--- config.mk ---
export PLATFORM = sky130hd
export DESIGN_NAME = sorted_array_priority_queue_core
export DESIGN_NICKNAME = d
export VERILOG_FILES = /design/src/spq_pkg.sv /design/src/spq_cell.sv /design/src/sorted_array_priority_queue_core.sv
export SDC_FILE = /design/constraint.sdc
export NUM_CORES = 2
export LEC_CHECK = 0
export ABC_AREA = 0
export BUFFER_PORTS_ARGS = -buffer_cell sky130_fd_sc_hd__clkbuf_2
export CORE_MARGIN = 8
export CORE_UTILIZATION = 30
export CTS_CLUSTER_DIAMETER = 60
export CTS_CLUSTER_SIZE = 16
export DETAILED_ROUTE_END_ITERATION = 10
export SYNTH_ARGS = -nofsm -noshare
export SYNTH_HDL_FRONTEND = slang
export SYNTH_SLANG_ARGS = --single-unit
--- constraint.sdc ---
create_clock -name clock -period 8.9 [get_ports clock]
set_input_delay 0.89 -clock clock [delete_from_list [all_inputs] [get_ports clock]]
set_output_delay 0.89 -clock clock [all_outputs]
set_load 0.01 [all_outputs]
--- src/spq_pkg.sv ---
// Package for the sorted-array priority queue: payload structs, codes,
// state encoding and default sizes. Used by every module in src.
`timescale 1ns / 1ps
`default_nettype none
package spq_pkg;

   localparam int CAPACITY_DEF   = 16;
   localparam int COST_WIDTH_DEF = 32;
   localparam int ID_W           = 16;
   localparam int COST_IN_W      = 32;
   localparam int STATUS_W       = 2;
   localparam int FILL_W         = 5;

   typedef enum logic {
      CMD_INSERT = 1'b0,
      CMD_REMOVE = 1'b1
   } cmd_type;

   typedef enum logic [STATUS_W-1:0] {
      STAT_DONE       = 2'd0,
      STAT_DROP_FULL  = 2'd1,
      STAT_EMPTY_POP  = 2'd2
   } status_type;

   typedef enum logic {
      ST_IDLE   = 1'b0,
      ST_REPORT = 1'b1
   } st_type;

   typedef struct packed {
      logic                        cmd;
      logic [ID_W-1:0]             node_id;
      logic signed [COST_IN_W-1:0] cost;
   } req_type;

   typedef struct packed {
      logic [STATUS_W-1:0] status;
      logic [ID_W-1:0]     popped_id;
      logic [ID_W-1:0]     lowest_id;
      logic [ID_W-1:0]     highest_id;
      logic [FILL_W-1:0]   fill;
      logic                is_empty;
   } rsp_type;

endpackage : spq_pkg
`default_nettype wire

--- src/spq_cell.sv ---
// One slot of the sorted queue: holds an id and a cost, and on an insert
// either keeps them, takes the new entry or takes its left neighbor's entry.
// Depends on spq_pkg.
`timescale 1ns / 1ps
`default_nettype none
module spq_cell #(
   parameter int COST_WIDTH = spq_pkg::COST_WIDTH_DEF
) (
   input  wire                          clock,
   input  wire                          insert_en,
   input  wire logic [spq_pkg::ID_W-1:0] new_id,
   input  wire logic signed [COST_WIDTH-1:0] new_key,
   input  wire                          occupied,
   input  wire                          open_slot,
   input  wire                          left_gt,
   input  wire logic [spq_pkg::ID_W-1:0] left_id,
   input  wire logic signed [COST_WIDTH-1:0] left_cost,
   output logic                         gt,
   output logic [spq_pkg::ID_W-1:0]      id_out,
   output logic signed [COST_WIDTH-1:0]  cost_out
);
   import spq_pkg::*;

   logic [ID_W-1:0]              id_ff, id_in;
   logic signed [COST_WIDTH-1:0] cost_ff, cost_in;

   // This slot moves when the new key beats it, or when it is the first free slot.
   assign gt = open_slot | (occupied & (new_key > cost_ff));

   always_comb begin
      id_in   = id_ff;
      cost_in = cost_ff;
      if (insert_en && gt) begin
         if (left_gt) begin
            id_in   = left_id;
            cost_in = left_cost;
         end else begin
            id_in   = new_id;
            cost_in = new_key;
         end
      end
   end

   always_ff @(posedge clock) begin
      id_ff   <= id_in;
      cost_ff <= cost_in;
   end

   assign id_out   = id_ff;
   assign cost_out = cost_ff;

endmodule : spq_cell
`default_nettype wire

--- src/sorted_array_priority_queue_core.sv ---
// Top level of the sorted-array priority queue: a row of spq_cell slots,
// the fill counter, the control sequencer and the result register.
// Depends on spq_pkg and spq_cell.
//
// Each item passes through an accept cycle, where the cells compare the new cost
// in parallel and shift one slot toward the tail, and then the report state, where
// head, tail and count are read back into the result register. A new item is taken
// in the cycle after the report is loaded, so the next item can be accepted while
// the previous result still waits on rsp_ready; the report of the following item
// then waits until the result register frees up. Entries of equal cost leave in
// reverse order of insertion.
`timescale 1ns / 1ps
`default_nettype none
module sorted_array_priority_queue_core #(
   parameter int CAPACITY   = spq_pkg::CAPACITY_DEF,
   parameter int COST_WIDTH = spq_pkg::COST_WIDTH_DEF
) (
   input  wire                  clock,
   input  wire                  reset,
   input  wire                  req_valid,
   output logic                 req_ready,
   input  wire spq_pkg::req_type req_data,
   output logic                 rsp_valid,
   input  wire                  rsp_ready,
   output spq_pkg::rsp_type     rsp_data
);
   import spq_pkg::*;

   localparam int COUNT_W = $clog2(CAPACITY + 1);
   localparam int IDX_W   = $clog2(CAPACITY);

   st_type state_ff, state_in;
   logic   req_take, rsp_load;

   logic [COUNT_W-1:0] count_ff, count_in;
   logic [IDX_W-1:0]   tail_idx;
   logic               is_full, is_zero, do_insert, do_remove;

   logic [STATUS_W-1:0] status_ff, status_in;
   logic [ID_W-1:0]     popped_ff, popped_in;
   logic                rsp_valid_ff, rsp_valid_in;
   rsp_type             rsp_data_ff, rsp_data_in;

   logic signed [COST_WIDTH-1:0] new_key;
   logic [ID_W-1:0]              cell_id   [CAPACITY];
   logic signed [COST_WIDTH-1:0] cell_cost [CAPACITY];
   logic                         cell_gt   [CAPACITY];

   assign new_key   = COST_WIDTH'(req_data.cost);
   assign is_full   = (count_ff == COUNT_W'(CAPACITY));
   assign is_zero   = (count_ff == '0);
   assign tail_idx  = IDX_W'(count_ff - 1'b1);
   assign do_insert = req_take && (req_data.cmd == CMD_INSERT) && !is_full;
   assign do_remove = req_take && (req_data.cmd == CMD_REMOVE) && !is_zero;

   for (genvar i = 0; i < CAPACITY; i++) begin : g_cell
      logic                         l_gt;
      logic [ID_W-1:0]              l_id;
      logic signed [COST_WIDTH-1:0] l_cost;
      if (i == 0) begin : g_head
         assign l_gt   = 1'b0;
         assign l_id   = '0;
         assign l_cost = '0;
      end else begin : g_body
         assign l_gt   = cell_gt[i-1];
         assign l_id   = cell_id[i-1];
         assign l_cost = cell_cost[i-1];
      end
      spq_cell #(
         .COST_WIDTH(COST_WIDTH)
      ) u_cell (
         .clock     (clock),
         .insert_en (do_insert),
         .new_id    (req_data.node_id),
         .new_key   (new_key),
         .occupied  (COUNT_W'(i) < count_ff),
         .open_slot (COUNT_W'(i) == count_ff),
         .left_gt   (l_gt),
         .left_id   (l_id),
         .left_cost (l_cost),
         .gt        (cell_gt[i]),
         .id_out    (cell_id[i]),
         .cost_out  (cell_cost[i])
      );
   end

   // Next state
   always_comb begin
      state_in = state_ff;
      case (state_ff)
         ST_IDLE:   if (req_valid) state_in = ST_REPORT;
         ST_REPORT: if (!rsp_valid_ff || rsp_ready) state_in = ST_IDLE;
         default:   state_in = ST_IDLE;
      endcase
   end

   // Sequencer outputs
   always_comb begin
      req_ready = 1'b0;
      rsp_load  = 1'b0;
      case (state_ff)
         ST_IDLE:   req_ready = 1'b1;
         ST_REPORT: rsp_load  = !rsp_valid_ff || rsp_ready;
         default:   req_ready = 1'b0;
      endcase
   end

   assign req_take = req_valid && req_ready;

   always_comb begin
      count_in = count_ff;
      if (do_insert) count_in = count_ff + 1'b1;
      else if (do_remove) count_in = count_ff - 1'b1;
   end

   // Capture status and popped id from the state before the update.
   always_comb begin
      status_in = status_ff;
      popped_in = popped_ff;
      if (req_take) begin
         popped_in = '0;
         if (req_data.cmd == CMD_INSERT) begin
            status_in = is_full ? STAT_DROP_FULL : STAT_DONE;
         end else begin
            status_in = is_zero ? STAT_EMPTY_POP : STAT_DONE;
            if (!is_zero) popped_in = cell_id[tail_idx];
         end
      end
   end

   always_comb begin
      rsp_data_in  = rsp_data_ff;
      rsp_valid_in = rsp_valid_ff;
      if (rsp_valid_ff && rsp_ready) rsp_valid_in = 1'b0;
      if (rsp_load) begin
         rsp_valid_in           = 1'b1;
         rsp_data_in.status     = status_ff;
         rsp_data_in.popped_id  = popped_ff;
         rsp_data_in.lowest_id  = is_zero ? '0 : cell_id[tail_idx];
         rsp_data_in.highest_id = is_zero ? '0 : cell_id[0];
         rsp_data_in.fill       = FILL_W'(count_ff);
         rsp_data_in.is_empty   = is_zero;
      end
   end

   always_ff @(posedge clock) begin
      if (reset) begin
         state_ff     <= ST_IDLE;
         count_ff     <= '0;
         rsp_valid_ff <= 1'b0;
      end else begin
         state_ff     <= state_in;
         count_ff     <= count_in;
         rsp_valid_ff <= rsp_valid_in;
      end
   end

   always_ff @(posedge clock) begin
      status_ff   <= status_in;
      popped_ff   <= popped_in;
      rsp_data_ff <= rsp_data_in;
   end

   assign rsp_valid = rsp_valid_ff;
   assign rsp_data  = rsp_data_ff;

endmodule : sorted_array_priority_queue_core
`default_nettype wire

==> impl_metrics.tcl <==
set metrics [dict create \
    hp-class "register to register" \
    cp_slowest_cell "buf_4" \
    setup.worst_path.start "req_data[31]" \
    htreeDepth 3 \
    yosys_warnings 0 \
    fin_nets 4514 \
    r2r_slack_ns 3.54 \
    rsz0062_at_grt "false" \
    clkTransAtPathRegs_ns 0.06 \
    hold_depth 0 \
    rr_worst_depth 11 \
    crit_top_cell "buf_4" \
    synth_area_per_cell_um2 13.1 \
    synthesis.area_um2 50200 \
    cts_num_sinks 849 \
    arrival_ns 5.90 \
    synth_ff_type "edfxtp_1" \
    routedWlPerCell_um 22.4 \
    synth_top_cell_area_share_pct 50.3 \
    synth_seq_cells 849 \
    drcViolationCount 0 \
    worst_ep_required_time_ns 9.20 \
    maxCapViolCount 0 \
    ant_nets 0 \
    grt_first_pass_wirelength_um 207000 \
    holdBufCountCts 0 \
    drt-total-wl_um 139000 \
    cp_max_fo 49 \
    globalplace.congestion 0.878 \
    cts-resized-gates 0 \
    max-clock-path-buffers 3 \
    hold_viol 0 \
    finClkSkew_ns 0.0484 \
    timing_max_transition_violations_final 0 \
    critPathTopFamily "simple AND/OR/NAND/NOR gates" \
    die_w_um 425 \
    startpoint_type "input pin" \
    routed_via_density 5.11 \
    track_usage_pct 15.0 \
    antenna_found_initial 6 \
    setup_viol 0 \
    insertion_delay_ns 0.71 \
    totalPowerFinal_mw 12.7 \
    start_util_pct 30.1 \
    p_leak_nw 22.1 \
    path_buf_inv 4 \
    period_needed_ns 5.59 \
    path_cells "clkbuf_2, buf_4, ha_1, nand4_1, nor4_2, nand2_1, nor3_1, a31oi_1, a211oi_4, buf_4, and2_2, buf_4" \
    worst_slew_pin_slew_ns 1.13 \
    root_buffer "clkbuf_16" \
    crit_type "input pin to register" \
    fmax_ghz 0.179 \
    cts_tree "done" \
    synthArstFlopShare_pct 0 \
    hold_end "rsp_data[48]" \
    vias 31800 \
    synth.distinct_cells 77 \
    grt.overflow.total 0 \
    endpoint_kind "register" \
    io_buffers 110 \
    slew-limit-headroom_pct 24.5 \
    synthCells 3825 \
    r2r_start "g_cell[4].u_cell.cost_out[31]" \
    drive_above_1_share_pct 28.2 \
    drtIter0Drc 2680 \
    synth_area_leader_cell "edfxtp_1" \
    fin_crit_sh_pct 62.9 \
    finalSetupTns_ns 0 \
    power_density_nw_per_um2 224 \
    ir_worst_vdd_uv 242 \
    rows 150 \
    core_region_area_um2 167000 \
    cts_setup_buffers 0 \
    seq_area_frac_synth_pct 50.6 \
    dr.pass1.iters 6 \
    synthTopCellsByArea "edfxtp_1 (50%), mux2_2 (15%), ha_1 (13%)" \
    cpPeakStageDelay_ns 0.73 \
    synth_nets 4395 \
    cts_made_buffers 87 \
    outcome "finished, final reports clean" \
    io_pins 111 \
    area_delta_synth_final_pct 12.8 \
    dp_hpwl_um 95600 \
    synth_edf_count 842 \
    min-delay-start "popped_ff[10]" \
    dieArea_um2 181000 \
    grt_max_degree 58 \
    grt_pass1_vias 32300 \
    rr_endpoint "g_cell[4].u_cell.id_out[5]" \
    die_h_um 425 \
]
cell type report:
cell class | instances | area, µm²
fillers | 16200 | 110000
diodes | 2 | 5.00
flip-flops and latches | 849 | 25400
well taps | 2204 | 2760
multi-input cells | 2295 | 22400
clock inverters | 65 | 756
clock buffers | 95 | 2260
inverters | 521 | 1960
repair buffers | 190 | 1150
through the flow:
step                hold slack, ns  cell area [µm²]  setup slack [ns]  cells  util, %
floorplan                    0.400            50200              1.46   3825        -
global placement             0.400            53600              2.72   6058     32.2
detailed placement           0.405            53700              2.82   6059     32.2
CTS                          0.420            56700              3.57   6219     34.0
global route                 0.428            56700              3.39   6219     34.0
finish                       0.421            56700              3.31   6221     34.0
registers in the layout (all words and copies together) (netlist names):
signal / count
g_cell.u_cell.cost_out: 512
status_ff: 2
rsp_data: 56
state_ff: 1
rsp_valid: 1
count_ff: 5
popped_ff: 16
g_cell.u_cell.id_out: 256
cells by family after synthesis:
family	count (synthesis)	synth area share (%)
muxes	803	19.5
DFF	849	50.6
adders and majority gates	517	12.9
and+or+nand+nor	483	5.26
buffers and inverters	681	5.46
xor gates and xnor gates	5	0.0872
AOI/OAI and AO/OA	487	6.18
placed cells by master (no fill, tap or decap), types with 47 or more instances in the layout:
cell / n
nor2_1: 47
clkbuf_2: 110
mux4_2: 64
a21oi_1: 198
mux2_2: 666
inv_1: 519
nand2_1: 97
a21o_1: 57
clkbuf_16: 89
buf_4: 80
edfxtp_1: 842
nand4_1: 110
o21ai_0: 60
a211oi_1: 48
ha_1: 516
routing by layer:
layer  up-vias  share of wire [%]  track usage, %
li1      14600                  -               -
met5         -                  0               0
met3       186                5.3            2.17
met1     16200                 44            20.2
met4         0                2.8            4.30
met2       775                 48            25.1
synth_stat cells, types with 20 or more instances:
library cell and number:
a211oi_1 48, a21o_1 57, a21oi_1 204, and2_1 39, buf_2 71, clkbuf_1 67
edfxtp_1 842, ha_1 517, inv_1 519, mux2_1 35, mux2_2 666, mux2_4 20
mux4_2 64, nand2_1 100, nand3_1 40, nand4_1 110, nor2_1 55, nor2b_1 39
nor3_1 26, o211ai_1 23, o21ai_0 61
report_power, final:
part           leakage (nW)  internal, mW  total, mW  switching (mW)
clock                  1.47          2.16       3.93            1.78
sequential             7.70          4.93       5.08           0.151
combinational          13.0          1.62       3.67            2.04
how the worst max path moves through the flow:
stage / endpoint / slack (ns) / cells after the start
6_report: g_cell[4].u_cell.id_out[5] / 3.31 / 12
2_1_floorplan: g_cell[10].u_cell.cost_out[0] / 1.46 / 11
3_5_place_dp: g_cell[4].u_cell.id_out[14] / 2.82 / 12
5_1_grt: g_cell[4].u_cell.id_out[6] / 3.39 / 12
4_1_cts: g_cell[4].u_cell.id_out[1] / 3.57 / 12
3_3_place_gp: g_cell[3].u_cell.cost_out[9] / 2.72 / 10
No activity file was read; power rests on OpenSTA's default activity.
